$ cat config.mk
export PLATFORM = sky130hd
export DESIGN_NAME = wosa_ctrl
export DESIGN_NICKNAME = d
export VERILOG_FILES = /design/src/rtl/wosa_pkg.sv /design/src/rtl/wosa_ctrl.sv
export SDC_FILE = /design/constraint.sdc
export NUM_CORES = 1
export LEC_CHECK = 0
export BUFFER_PORTS_ARGS = -buffer_cell sky130_fd_sc_hd__clkbuf_2
export CORE_AREA = 2 2 39 41
export CTS_BUF_LIST = sky130_fd_sc_hd__clkbuf_4 sky130_fd_sc_hd__clkbuf_8
export DETAILED_ROUTE_END_ITERATION = 7
export DIE_AREA = 0 0 41 43
export SETUP_SLACK_MARGIN = 0.1
export SYNTH_ARGS = -nofsm -noshare
export SYNTH_HDL_FRONTEND = slang
export SYNTH_SLANG_ARGS = --single-unit
$ cat constraint.sdc
create_clock -name clk -period 3.15 [get_ports clk]
set_clock_uncertainty 0.2 [all_clocks]
set_input_delay 0.315 -clock clk [delete_from_list [all_inputs] [get_ports clk]]
set_output_delay 0.315 -clock clk [all_outputs]
set_load 0.03 [all_outputs]
$ cat src/rtl/wosa_pkg.sv
// Shared types and constants for the weighted OSA edit distance block.
`default_nettype none

package wosa_pkg;

    localparam int unsigned SYMBOL_W = 8;
    localparam int unsigned COST_W   = 8;
    localparam int unsigned DIST_W   = 15;
    localparam int unsigned REG_IDX_W = 3;

    localparam logic [DIST_W-1:0] DIST_MAX = 15'h7FFF;

    // Item kinds
    localparam logic [1:0] KIND_FIRST   = 2'd0;
    localparam logic [1:0] KIND_SECOND  = 2'd1;
    localparam logic [1:0] KIND_COMPUTE = 2'd2;

    // Register indexes
    localparam logic [REG_IDX_W-1:0] REG_INSERT     = 3'd0;
    localparam logic [REG_IDX_W-1:0] REG_SUBSTITUTE = 3'd1;
    localparam logic [REG_IDX_W-1:0] REG_DELETE     = 3'd2;
    localparam logic [REG_IDX_W-1:0] REG_TRANSPOSE  = 3'd3;
    localparam logic [REG_IDX_W-1:0] REG_TR_ENABLE  = 3'd4;

    typedef struct packed {
        logic [1:0]          kind;
        logic [SYMBOL_W-1:0] symbol;
    } in_word_t;

    typedef struct packed {
        logic [DIST_W-1:0] distance;
        logic              overflow;
    } out_word_t;

    typedef struct packed {
        logic [COST_W-1:0] insert_cost;
        logic [COST_W-1:0] substitute_cost;
        logic [COST_W-1:0] delete_cost;
        logic [COST_W-1:0] transpose_cost;
        logic              transpose_enable;
    } cfg_t;

    typedef enum logic [2:0] {
        ST_IDLE,
        ST_INIT,
        ST_ROW_NEXT,
        ST_ROW_HEAD,
        ST_CELL_RD,
        ST_CELL_CALC,
        ST_FINISH
    } state_t;

    typedef enum logic [3:0] {
        OP_NONE,
        OP_APPEND,
        OP_START,
        OP_INIT,
        OP_ROW_NEXT,
        OP_ROW_HEAD,
        OP_CELL_RD,
        OP_CELL_CALC,
        OP_FINISH
    } op_t;

    typedef struct packed {
        op_t  op;
        logic to_second;
    } cmd_t;

    typedef struct packed {
        logic col_last;
        logic rows_done;
        logic second_empty;
        logic out_free;
    } stat_t;

endpackage

`default_nettype wire

$ cat src/rtl/wosa_ctrl.sv
// Sequencer for string loading and the row-by-row score sweep.
`default_nettype none

module wosa_ctrl
    import wosa_pkg::*;
(
    input  wire logic       clk,
    input  wire logic       rst_n,
    input  wire logic       in_valid,
    input  wire logic [1:0] kind,
    input  wire stat_t      stat,
    output logic            in_stall,
    output cmd_t            cmd
);

    state_t state_reg;
    state_t state_next;

    always_ff @(posedge clk or negedge rst_n)
    begin
        if (!rst_n)
        begin
            state_reg <= ST_IDLE;
        end
        else
        begin
            state_reg <= state_next;
        end
    end

    always_comb
    begin
        state_next    = state_reg;
        cmd.op        = OP_NONE;
        cmd.to_second = 1'b0;
        in_stall      = 1'b1;
        unique case (state_reg)
            ST_IDLE:
            begin
                in_stall = 1'b0;
                if (in_valid)
                begin
                    priority if (kind == KIND_COMPUTE)
                    begin
                        cmd.op     = OP_START;
                        state_next = ST_INIT;
                    end
                    else if (kind == KIND_FIRST)
                    begin
                        cmd.op = OP_APPEND;
                    end
                    else if (kind == KIND_SECOND)
                    begin
                        cmd.op        = OP_APPEND;
                        cmd.to_second = 1'b1;
                    end
                    else
                    begin
                        cmd.op = OP_NONE;
                    end
                end
            end
            ST_INIT:
            begin
                cmd.op = OP_INIT;
                if (stat.col_last)
                begin
                    state_next = ST_ROW_NEXT;
                end
            end
            ST_ROW_NEXT:
            begin
                if (stat.rows_done)
                begin
                    state_next = ST_FINISH;
                end
                else
                begin
                    cmd.op     = OP_ROW_NEXT;
                    state_next = ST_ROW_HEAD;
                end
            end
            ST_ROW_HEAD:
            begin
                cmd.op     = OP_ROW_HEAD;
                state_next = stat.second_empty ? ST_ROW_NEXT : ST_CELL_RD;
            end
            ST_CELL_RD:
            begin
                cmd.op     = OP_CELL_RD;
                state_next = ST_CELL_CALC;
            end
            ST_CELL_CALC:
            begin
                cmd.op     = OP_CELL_CALC;
                state_next = stat.col_last ? ST_ROW_NEXT : ST_CELL_RD;
            end
            ST_FINISH:
            begin
                // hold the result until the output register is free
                if (stat.out_free)
                begin
                    cmd.op     = OP_FINISH;
                    state_next = ST_IDLE;
                end
            end
            default:
            begin
                state_next = ST_IDLE;
            end
        endcase
    end

    a_head_after_next: assert property (@(posedge clk) disable iff (!rst_n)
        (state_reg == ST_ROW_HEAD) |-> ($past(state_reg) == ST_ROW_NEXT))
        else $error("row head not preceded by row advance");

    a_calc_after_read: assert property (@(posedge clk) disable iff (!rst_n)
        (state_reg == ST_CELL_RD) |=> (state_reg == ST_CELL_CALC))
        else $error("cell read not followed by cell calculation");

endmodule

`default_nettype wire

# Word-level counts from Yosys, hierarchy flattened
# Index checks and enable logic that the tools add are counted.
dict set report totals {
  out_inout_bits 6
  reg_bits 3
  elab_cells 36
  input_bits 9
}
dict set report op_classes {
  reduce_logical 3
  n_eq_ne 12
  muxes 20
}
# op count
set ops {}
lappend ops {{case mux 4 bit (7 select lines)} 1}
lappend ops {{two-way mux 3 bit} 8}
lappend ops {{case mux 3 bit (7 select lines)} 1}
lappend ops {{equality test 3 bit (second input constant)} 3}
lappend ops {{two-way mux 4 bit} 2}
lappend ops {{inequality test 2 bit (second input constant)} 4}
lappend ops {{two-way mux 1 bit} 7}
lappend ops {{equality test 3 x 2 -> 1 bit (second input constant)} 2}
lappend ops {{two-way mux 5 bit} 1}
lappend ops {{AND reduction 4 bit} 1}
lappend ops {{equality test 3 x 1 -> 1 bit (second input constant)} 1}
lappend ops {{logical NOT 3 bit} 1}
lappend ops {{equality test 2 x 1 -> 1 bit (second input constant)} 1}
lappend ops {{equality test 2 bit (second input constant)} 1}
lappend ops {{logical NOT 2 bit} 1}

# Logic depth before layout (Yosys ltp)
# Gate-level depths: netlist of the first run.
dict set report depth {
  depth_word 6
  depth_mapped 4
  depth_no_buf 3
}

# Worst setup path after synthesis of the first run
# No wires, ideal clock.
dict set report synth_path {
  kind {register -> output}
  startpoint {register state_reg[1]}
  endpoint {output port cmd[1] (netlist bit)}
  setup_slack_ns 1.237
  required_time_ns 2.635
  path_buffers 1
  stages_incl_launch_ff 5
  arrival_ns 1.398
  cell_sequence {dfrtp_1 > buf_6 > nor3b_1 > nor2_1 > o21ai_0}
}
# element line_no
set synth_rtl {}
lappend synth_rtl {{start: declaration} wosa_ctrl.sv:16} ;# state_t state_reg;
lappend synth_rtl {{start signal: assignment} wosa_ctrl.sv:27} ;# state_reg <= state_next;
lappend synth_rtl {{end: declaration} wosa_ctrl.sv:13} ;# output cmd_t cmd

==> summary.txt, run 1 <==
STA
  • Fin crit share: 61.9%
  • Relative slew slack: 77.6%
  • Worst Hold Slack: 125 ps
  • Worst-margin pin slew: 336 ps
  • Setup Viol. Count Final: 0
  • Count of final hold-check violations: 0
  • Fin crit period: 1950 ps
  • Fmax: 513 MHz
  • Slew Limit Fails: 0
  • RSZ-0062 raised after global routing: no
  • Setup TNS: 0 ps

Clock network
  • Post-CTS Resized: 0
  • TritonCTS clock tree: yes
  • Worst-skew pair later-pin latency: 240 ps
  • CTS Hold Bufs: 1
  • H-tree lvl count: 1
  • TritonCTS Sinks: 3
  • Root Driver: clkbuf_4
  • Clock buffer depth: 2
  • Buffers inserted by post-CTS timing repair: 0
  • Clock transition at path regs: 40 ps
  • CTS buffer count: 3

Power
  • Seq pwr share: 25.5%
  • Psw: 199 uW
  • LEAKAGE: 0.000186 uW
  • Clock power share: 20.3%
  • VDD IR max: 0.195 mV
  • Switch share: 50.0%
  • Pint: 199 uW
  • PwrDens: 1040 mW/mm^2
  • Logic pwr share: 54.3%

Synthesis
  • Mean Syn Cell Area: 8.35 um^2
  • Asr flop ratio synth: 100%
  • Yosys warns: 0
  • Mapped cell area: 284 um^2
  • Sequential share of the synthesized area: 26.4%
  • Synth cell types: 21
  • Post-synth EDFFs: 0
  • Mapped Nets: 43
  • Ys flop type: dfrtp_1
  • Gate Count Post-Synth: 34
  • Yosys reg bits: 3

Worst setup path
  • Crit path launch type: flip-flop
  • CP Class: flip-flop to output pin
  • Crit end category: output pin
  • Slowest CP cell: dfrtp_1
  • Crit path cell chain: or3_4 > nor2_2 > clkbuf_2
  • Worst stage delay on the critical path: 480 ps
  • CP Max Fanout: 11
  • Worst EP arrival: 1430 ps
  • WP data required: 2630 ps

Route
  • DR vias/cell: 4.30
  • Wirelength per Cell: 9.55 um
  • Final wirelength: 630 um
  • # DRC: 0
  • DRT iter0 DRCs: 7
  • Drt pass-1 iters: 2
  • Total vias in the final route: 284
  • Final ANT Viol Nets: 0

Place
  • Port bufs: 14
  • RePlAce Congestion: 0.726
  • DP Wirelength: 459 um

Final layout
  • Layout area overhead: 35.2%
  • Number of fill cells: 158
  • Max FFs per register: 3
  • Most common cell after layout, fill and taps aside: clkbuf_2
  • Share of cells above drive strength 1: 44.0%
  • Final net count: 60
  • Commonest non-fill, non-tap cells in the layout: clkbuf_2, o21ai_0, clkbuf_4, nor2_1, dfrtp_1
  • Antenna Cells: 0

Floorplanning
  • I/O pin cnt: 15
  • Core Footprint: 0.00138 mm^2
  • Die area: 0.00176 mm^2
  • Chip height: 43 um
  • Num rows: 14
  • Die X: 41 um
  • Starting Density: 20.5%

Global routing
  • Vias in the first global route: 251
  • Initial antenna violation count: 0
  • Global-route wire length before repair: 972 um
  • GRT overflow: 0
  • Largest net degree at the start of global routing: 13
  • Total Routing Usage GR: 8.96%

Outcome
  • Status: finished clean

Hold path
  • Worst hold path type: input port to flip-flop

Job
  • Maxcap violations: 0
## per-layer routing
| metal | up-vias | routed length, um | GRT usage, % |
|---|---|---|---|
| met5 | - | 0 | 0 |
| met2 | 12 | 294 | 11.9 |
| met4 | 0 | 19 | 10.0 |
| li1 | 150 | - | - |
| met3 | 2 | 44 | 3.66 |
| met1 | 120 | 271 | 9.42 |
## cells by family (layout without fill, tap and decap cells)
| group | after synthesis | count (layout) | share of synthesized area, % |
|---|---|---|---|
| AOI/OAI and AO/OA | 11 | 11 | 23.8 |
| buffers and inverters | 5 | 21 | 13.2 |
| DFF | 3 | 3 | 26.4 |
| muxes | 1 | 1 | 3.52 |
| and+or+nand+nor | 14 | 14 | 33.0 |
## per-stage QoR
stage / instance area (um^2) / total power (uW) / setup slack [ps] / util, % / std cells
finish: 384 / 399 / 1200 / 27.8 / 66
global route: 384 / 432 / 1120 / 27.8 / 66
CTS: 384 / 404 / 1190 / 27.8 / 66
detailed placement: 344 / 320 / 1450 / 24.9 / 61
global placement: 344 / 317 / 1470 / 24.9 / 61
floorplan: 284 / 292 / 1240 / - / 34
## Yosys cell counts, types with 2 or more instances
cell type,count,area share [%]
o21ai_0,5,8.8
nand3b_1,2,5.3
dfrtp_1,3,26
inv_1,2,2.6
buf_6,2,7.9
nor2b_1,2,4.4
nor2_1,3,4.0
a21oi_1,2,3.5
## final timing paths
check	from	slack, ps	endpoint	depth (start not counted)
max	state_reg[1]	1200	cmd[0]	3
max reg2reg	state_reg[1]	1830	state_reg[0]	3
min reg2reg	state_reg[2]	460	state_reg[0]	1
min in group asynchronous	rst_n	200	state_reg[1]	2
max in group asynchronous	rst_n	2440	state_reg[2]	2
min	stat[3]	120	state_reg[1]	3
## critical path: cells and delay by family, from the launching register on
family | cells | cell delay, ps
and+or+nand+nor | 2 | 510
DFF | 1 | 480
buffers and inverters | 1 | 200
## power groups by stage
stage	sequential [uW]	clock [uW]	combinational, uW
2_1_floorplan	64.9	0	227
3_3_place_gp	99.6	0	218
3_5_place_dp	102	0	219
4_1_cts	101	82.3	220
5_1_grt	109	85.4	237
6_report	102	80.8	216
## area by class of cell
type	count	area (um^2)	area share, %
tap	16	20.0	5.21
multi-input combinational	26	171	44.6
timing repair buffer	15	80.1	20.8
inverter	2	7.51	1.95
sequential	3	75.1	19.5
clock buffer	4	30.0	7.82
(Power assumes the default switching activity.)
==> inputs of run 2 (changes only) <==
Clock period 3.15 ns to 2 ns, I/O delays scaled along.
==> summary.txt, run 2 (synthesis gave the netlist of run 1 again) <==
Final layout
  • Max FFs per register: 3 (unchanged)
  • Final net count: 60 (unchanged)
  • Layout area overhead: 36.1% (was 35.2%)
  • Number of fill cells: 160 (was 158)
  • Area of the multi-input gates: 171 um^2 (unchanged)
  • Final Non-Filler Cells: 66 (unchanged)
  • Share of cells above drive strength 1: 48.0% (was 44.0%)
  • Commonest non-fill, non-tap cells in the layout: clkbuf_2, o21ai_0, clkbuf_4, nor2_1 (was clkbuf_2, o21ai_0, clkbuf_4, nor2_1, dfrtp_1)
  • Seq. cell area: 77.6 um^2 (was 75.1 um^2)
  • Most common cell after layout, fill and taps aside: clkbuf_2 (unchanged)
  • Antenna Cells: 0 (unchanged)

STA
  • Fmax: 553 MHz
  • Setup Viol. Count Final: 0 (unchanged)
  • RSZ-0062 raised after global routing: no (unchanged)
  • Count of final hold-check violations: 0 (unchanged)
  • Relative slew slack: 77.6% (unchanged)
  • Worst-margin pin slew: 336 ps (unchanged)
  • Worst Setup Slack, final: 192 ps (was 1200 ps)
  • Slew Limit Fails: 0 (unchanged)
  • Fin crit share: 90.4%
  • Fin crit period: 1810 ps
  • Setup TNS: 0 ps (unchanged)

Floorplanning
  • Die area: 0.00176 mm^2 (unchanged)
  • Chip height: 43 um (unchanged)
  • Starting Density: 20.5% (unchanged)
  • Die X: 41 um (unchanged)
  • Core Footprint: 0.00138 mm^2 (unchanged)
  • Num rows: 14 (unchanged)
  • I/O pin cnt: 15 (unchanged)

Route
  • Total vias in the final route: 284 (unchanged)
  • Final ANT Viol Nets: 0 (unchanged)
  • Final wirelength: 630 um (unchanged)
  • # DRC: 0 (unchanged)
  • Wirelength per Cell: 9.55 um (unchanged)
  • DR vias/cell: 4.30 (unchanged)
  • DRT iter0 DRCs: 7 (unchanged)
  • Drt pass-1 iters: 2 (unchanged)

Place
  • DP Wirelength: 459 um (unchanged)
  • Placed cells: 61 (unchanged)
  • RePlAce Congestion: 0.726 (unchanged)
  • Worst slack, placed: 416 ps (was 1450 ps)
  • Port bufs: 14 (unchanged)

Clock network
  • TritonCTS Sinks: 3 (unchanged)
  • Root Driver: clkbuf_4 (unchanged)
  • Clock buffer depth: 2 (unchanged)
  • Clock transition at path regs: 40 ps (about the same)
  • CTS buffer count: 3 (unchanged)
  • Buffers inserted by post-CTS timing repair: 0 (unchanged)
  • TritonCTS clock tree: yes (unchanged)
  • H-tree lvl count: 1 (unchanged)
  • Worst-skew pair later-pin latency: 240 ps (about the same)

Global routing
  • Vias in the first global route: 251 (unchanged)
  • GRT overflow: 0 (unchanged)
  • Global-route wire length before repair: 972 um (unchanged)
  • Largest net degree at the start of global routing: 13 (unchanged)
  • Initial antenna violation count: 0 (unchanged)
  • Total Routing Usage GR: 8.96% (unchanged)

Worst setup path
  • Crit Reg-Reg Startpoint: state_reg[0] (was state_reg[1])
  • R2r setup slk: 730 ps (was 1830 ps)
  • R2R cell count: 3 (unchanged)
  • CP top delay family: flip-flops (was simple AND/OR/NAND/NOR gates)
  • RR Endpoint: state_reg[0] (unchanged)
  • Buffers and inverters on the worst path: 1 (unchanged)
  • Crit end category: output pin (unchanged)
  • Slowest CP cell: dfrtp_1 (unchanged)
  • WP data required: 1600 ps (was 2630 ps)
  • Worst stage delay on the critical path: 490 ps (was 480 ps)
  • Crit path launch type: flip-flop (unchanged)
  • Crit path cell chain: or3_4 > nor2_2 > clkbuf_2 (unchanged)
  • CP Class: flip-flop to output pin (unchanged)
  • CP Max Fanout: 12 (was 11)
  • Worst EP arrival: 1410 ps (was 1430 ps)

Power
  • LEAKAGE: 0.000184 uW (was 0.000186 uW)
  • PwrDens: 1640 mW/mm^2 (was 1040 mW/mm^2)
  • VDD IR max: 0.310 mV (was 0.195 mV)

Hold path
  • Worst Hold End: state_reg[1] (unchanged)
  • Worst hold start: stat[3] (unchanged)
  • Hold Crit Depth: 3 (unchanged)
  • Worst hold path type: input port to flip-flop (unchanged)

Outcome
  • Status: finished clean (unchanged)

Job
  • Maxcap violations: 0 (unchanged)
==> run 2: cell counts in the layout (fill, tap and decap cells not counted) <==
Identical to the previous run, type by type.
==> run 2: how the worst max path moves through the flow <==
stage / end / cells past startpoint / from / slack (ps)
after detailed placement: cmd[0] / 3 / state_reg[2] / 420
after CTS: cmd[0] / 3 / state_reg[1] / 160
final: cmd[0] / 3 / state_reg[0] / 190
after floorplan: cmd[1] / 4 / state_reg[1] / 200
after global placement: cmd[0] / 3 / state_reg[2] / 430
after global routing: cmd[0] / 3 / state_reg[0] / 110
==> run 2: final cells by class <==
class	count	share of cell area (%)
multi-input combinational	26	44.3
timing repair buffer	15	20.7
sequential	3	20.1
clock buffer	4	7.77
tap	16	5.18
inverter	2	1.94
==> run 2: power breakdown <==
group	leakage, uW	switching [uW]	internal, uW
sequential	0.0000354	72.0	92.0
clock	0.0000184	38.5	88.8
combinational	0.000130	203	138
==> run 2: metal layers <==
layer  GRT usage (%)  wire length, um  vias to the layer above
li1                -                -                      150
met1            9.42              271                      120
met2            11.9              294                       12
met3            3.66               44                        2
met4            10.0               19                        0
met5               0                0                        -
==> run 2: worst register-to-register path, delay by kind of cell (launching register included) <==
family / cells / cell delay [ps]
DFF: 1 / 530
AOI/OAI and AO/OA: 2 / 280
and+or+nand+nor: 1 / 160
==> run 2: stage by stage <==
stage	util, %	power [uW]	hold slack (ps)	instance area, um^2
final	27.9	632	6.24	387
after global routing	27.9	685	31.6	387
after CTS	27.8	636	7.06	384
after detailed placement	24.9	505	-203	344
after global placement	24.9	500	-203	344
after floorplan	-	460	-296	284
==> run 2: what timing repair did <==
action | in CTS | in global routing
hold endpoints to repair | 3 | 0
resized for setup | 0 | 2
setup endpoints to repair | 0 | 1
hold buffers | 1 | 0
==> inputs of run 3 (changes only) <==
Settings changed: ABC_AREA from default to 1, SETUP_SLACK_MARGIN 0.1 to default.
==> summary.txt, run 3 <==
Outcome
  • Status: finished clean (unchanged)

Floorplanning
  • Die X: 41 um (unchanged)
  • Starting Density: 21.5% (was 20.5%)
  • Chip height: 43 um (unchanged)
  • Die area: 0.00176 mm^2 (unchanged)
  • Core Footprint: 0.00138 mm^2 (unchanged)
  • I/O pin cnt: 15 (unchanged)
  • Num rows: 14 (unchanged)

Final layout
  • Share of cells above drive strength 1: 32.8% (was 48.0%)
  • Antenna Cells: 0 (unchanged)
  • Commonest non-fill, non-tap cells in the layout: clkbuf_2, nand2_1, inv_1, nor2_1 (was clkbuf_2, o21ai_0, clkbuf_4, nor2_1)
  • Layout area overhead: 37.4% (was 36.1%)
  • Max FFs per register: 3 (unchanged)
  • Most common cell after layout, fill and taps aside: clkbuf_2 (unchanged)
  • Final net count: 77 (was 60)

Synthesis
  • Post-synthesis xor/xnor area fraction: 0% (unchanged)
  • Mux contribution to synthesized area: 0% (was 3.52%)
  • Synth cell types: 14 (was 21)
  • Mapped Nets: 59 (was 43)
  • Post-synth top area share: 25.2% (was 26.4%)
  • Sequential share of the synthesized area: 25.2% (was 26.4%)
  • Post-Synth Simple-Gate Area: 49.2% (was 33.0%)
  • Mean Syn Cell Area: 5.96 um^2 (was 8.35 um^2)
  • Asr flop ratio synth: 100% (unchanged)
  • Synth Area in Compound Gates: 6.72% (was 23.8%)
  • Most area-consuming cells after synthesis: dfrtp_1, nand2_1, inv_1 (was dfrtp_1, o21ai_0, buf_6)
  • Most frequent cell after synthesis: nand2_1 (was o21ai_0)
  • Ys flop type: dfrtp_1 (unchanged)
  • Post-synth EDFFs: 0 (unchanged)
  • Combinational family with the most area after synthesis: simple AND/OR/NAND/NOR gates (unchanged)
  • Gate Count Post-Synth: 50 (was 34)
  • Cell taking the most area after synthesis: dfrtp_1 (unchanged)
  • Yosys reg bits: 3 (unchanged)
  • Post-Synth Adder-Cell Area: 0% (unchanged)
  • Mapped cell area: 298 um^2 (was 284 um^2)
  • Yosys warns: 0 (unchanged)
  • Leading cell types by count after synthesis: nand2_1, inv_1, nor2_1 (was o21ai_0, dfrtp_1, nor2_1)

Clock network
  • Worst-skew pair later-pin latency: 230 ps (was 240 ps)
  • Root Driver: clkbuf_4 (unchanged)
  • Post-CTS Resized: 0 (unchanged)
  • TritonCTS Sinks: 3 (unchanged)
  • TritonCTS clock tree: yes (unchanged)
  • Clock buffer depth: 2 (unchanged)
  • H-tree lvl count: 1 (unchanged)
  • Clock transition at path regs: 40 ps (about the same)
  • CTS buffer count: 3 (unchanged)

Route
  • Total vias in the final route: 368 (was 284)
  • # DRC: 0 (unchanged)
  • Wirelength per Cell: 8.92 um (was 9.55 um)
  • Final ANT Viol Nets: 0 (unchanged)
  • Final wirelength: 740 um (was 630 um)
  • DR vias/cell: 4.43 (was 4.30)
  • Drt pass-1 iters: 4 (was 2)
  • DRT iter0 DRCs: 10 (was 7)

STA
  • Fin crit share: 89.8% (was 90.4%)
  • Worst Setup Slack, final: 203 ps (was 192 ps)
  • Worst-margin pin slew: 291 ps (was 336 ps)
  • Slew Limit Fails: 0 (unchanged)
  • Count of final hold-check violations: 0 (unchanged)
  • Fmax: 556 MHz (was 553 MHz)
  • Fin crit period: 1800 ps (was 1810 ps)
  • RSZ-0062 raised after global routing: no (unchanged)
  • Setup Viol. Count Final: 0 (unchanged)
  • Relative slew slack: 80.6% (was 77.6%)
  • Setup TNS: 0 ps (unchanged)

Place
  • RePlAce Congestion: 0.830 (was 0.726)
  • Worst slack, placed: 454 ps (was 416 ps)
  • DP Wirelength: 563 um (was 459 um)
  • Port bufs: 14 (unchanged)

Job
  • Maxcap violations: 0 (unchanged)

Global routing
  • Largest net degree at the start of global routing: 10 (was 13)
  • Total Routing Usage GR: 10.4% (was 8.96%)
  • GRT overflow: 0 (unchanged)
  • Initial antenna violation count: 0 (unchanged)
  • Global-route wire length before repair: 1.19 mm (was 972 um)
  • Vias in the first global route: 304 (was 251)

Worst setup path
  • Worst stage delay on the critical path: 450 ps (was 490 ps)
  • Worst EP arrival: 1400 ps (was 1410 ps)
  • CP Class: flip-flop to output pin (unchanged)
  • Crit end category: output pin (unchanged)
  • Crit path launch type: flip-flop (unchanged)
  • CP top delay family: simple AND/OR/NAND/NOR gates (was flip-flops)
  • Crit path cell chain: nor2_2 > nand4_1 > nor2_1 > clkbuf_2 (was or3_4 > nor2_2 > clkbuf_2)
  • Slowest CP cell: dfrtp_1 (unchanged)
  • WP data required: 1600 ps (about the same)
  • Buffers and inverters on the worst path: 1 (unchanged)
  • CP Max Fanout: 6 (was 12)

Hold path
  • Worst hold path type: input port to flip-flop (unchanged)

Power
  • Power Total: 666 uW (was 632 uW)
  • PwrDens: 1630 mW/mm^2 (was 1640 mW/mm^2)
  • LEAKAGE: 0.000252 uW (was 0.000184 uW)
  • VDD IR max: 0.612 mV (was 0.310 mV)
## run 3: changes by cell type after synthesis, moves of 4 or more
cell,previous run,this run
nand2_1,0,12
inv_1,2,10
o21ai_0,5,0
nand3_1,0,4
nand4_1,0,4
nor2_1,3,7
## run 3: layout make-up
class                   instances  area [um^2]
inverters                      10         37.5
well taps                      16         20.0
repair buffers                 15         80.1
flip-flops and latches          3         75.1
fillers                       159          975
clock buffers                   4         30.0
multi-input cells              35          166
## run 3: final timing paths
| check | startpoint | end | slack, ps | depth (start not counted) |
|---|---|---|---|---|
| hold reg to reg | state_reg[2] | state_reg[2] | 500 | 2 |
| max in group asynchronous | rst_n | state_reg[2] | 1390 | 2 |
| setup reg to reg | state_reg[1] | state_reg[1] | 640 | 6 |
| hold / removal | stat[2] | state_reg[2] | 80 | 3 |
| setup / recovery | state_reg[2] | cmd[0] | 200 | 4 |
| min in group asynchronous | rst_n | state_reg[0] | 100 | 2 |
## run 3: repair_timing
action,in CTS,in global routing
setup buffers,0,0
setup endpoints to repair,0,0
hold buffers,1,0
endpoints found under the hold margin,3,0
## run 3: metrics by stage
| step | cell area [um^2] | hold slack, ps | util [%] | std cells |
|---|---|---|---|---|
| after floorplan | 298 | -296 | - | 50 |
| after global placement | 369 | -200 | 26.7 | 78 |
| after detailed placement | 369 | -202 | 26.7 | 78 |
| after CTS | 409 | 76.8 | 29.6 | 83 |
| after global routing | 409 | 104 | 29.6 | 83 |
| final | 409 | 78.2 | 29.6 | 83 |
## run 3: worst register-to-register path, delay by kind of cell (launching register included)
kind	cells	cell delay, ps
buf+inv	1	180
simple gates	5	420
flops	1	500
## run 3: power breakdown
part           internal (uW)  switching [uW]
logic                    124             274
clock network           88.4            32.9
registers               88.3            58.7
## run 3: cell families after synthesis
| kind of cell | count (synthesis) |
|---|---|
| DFF | 3 |
| buffers and inverters | 12 |
| and+or+nand+nor | 32 |
| AOI/OAI and AO/OA | 3 |
## run 3: routing by layer
layer / vias to the layer above / wire length [um] / GRT usage, %
li1: 189 / - / -
met1: 152 / 317 / 14.3
met2: 23 / 314 / 11.6
met3: 4 / 91 / 5.24
met4: 0 / 18 / 8.00
met5: - / 0 / 0
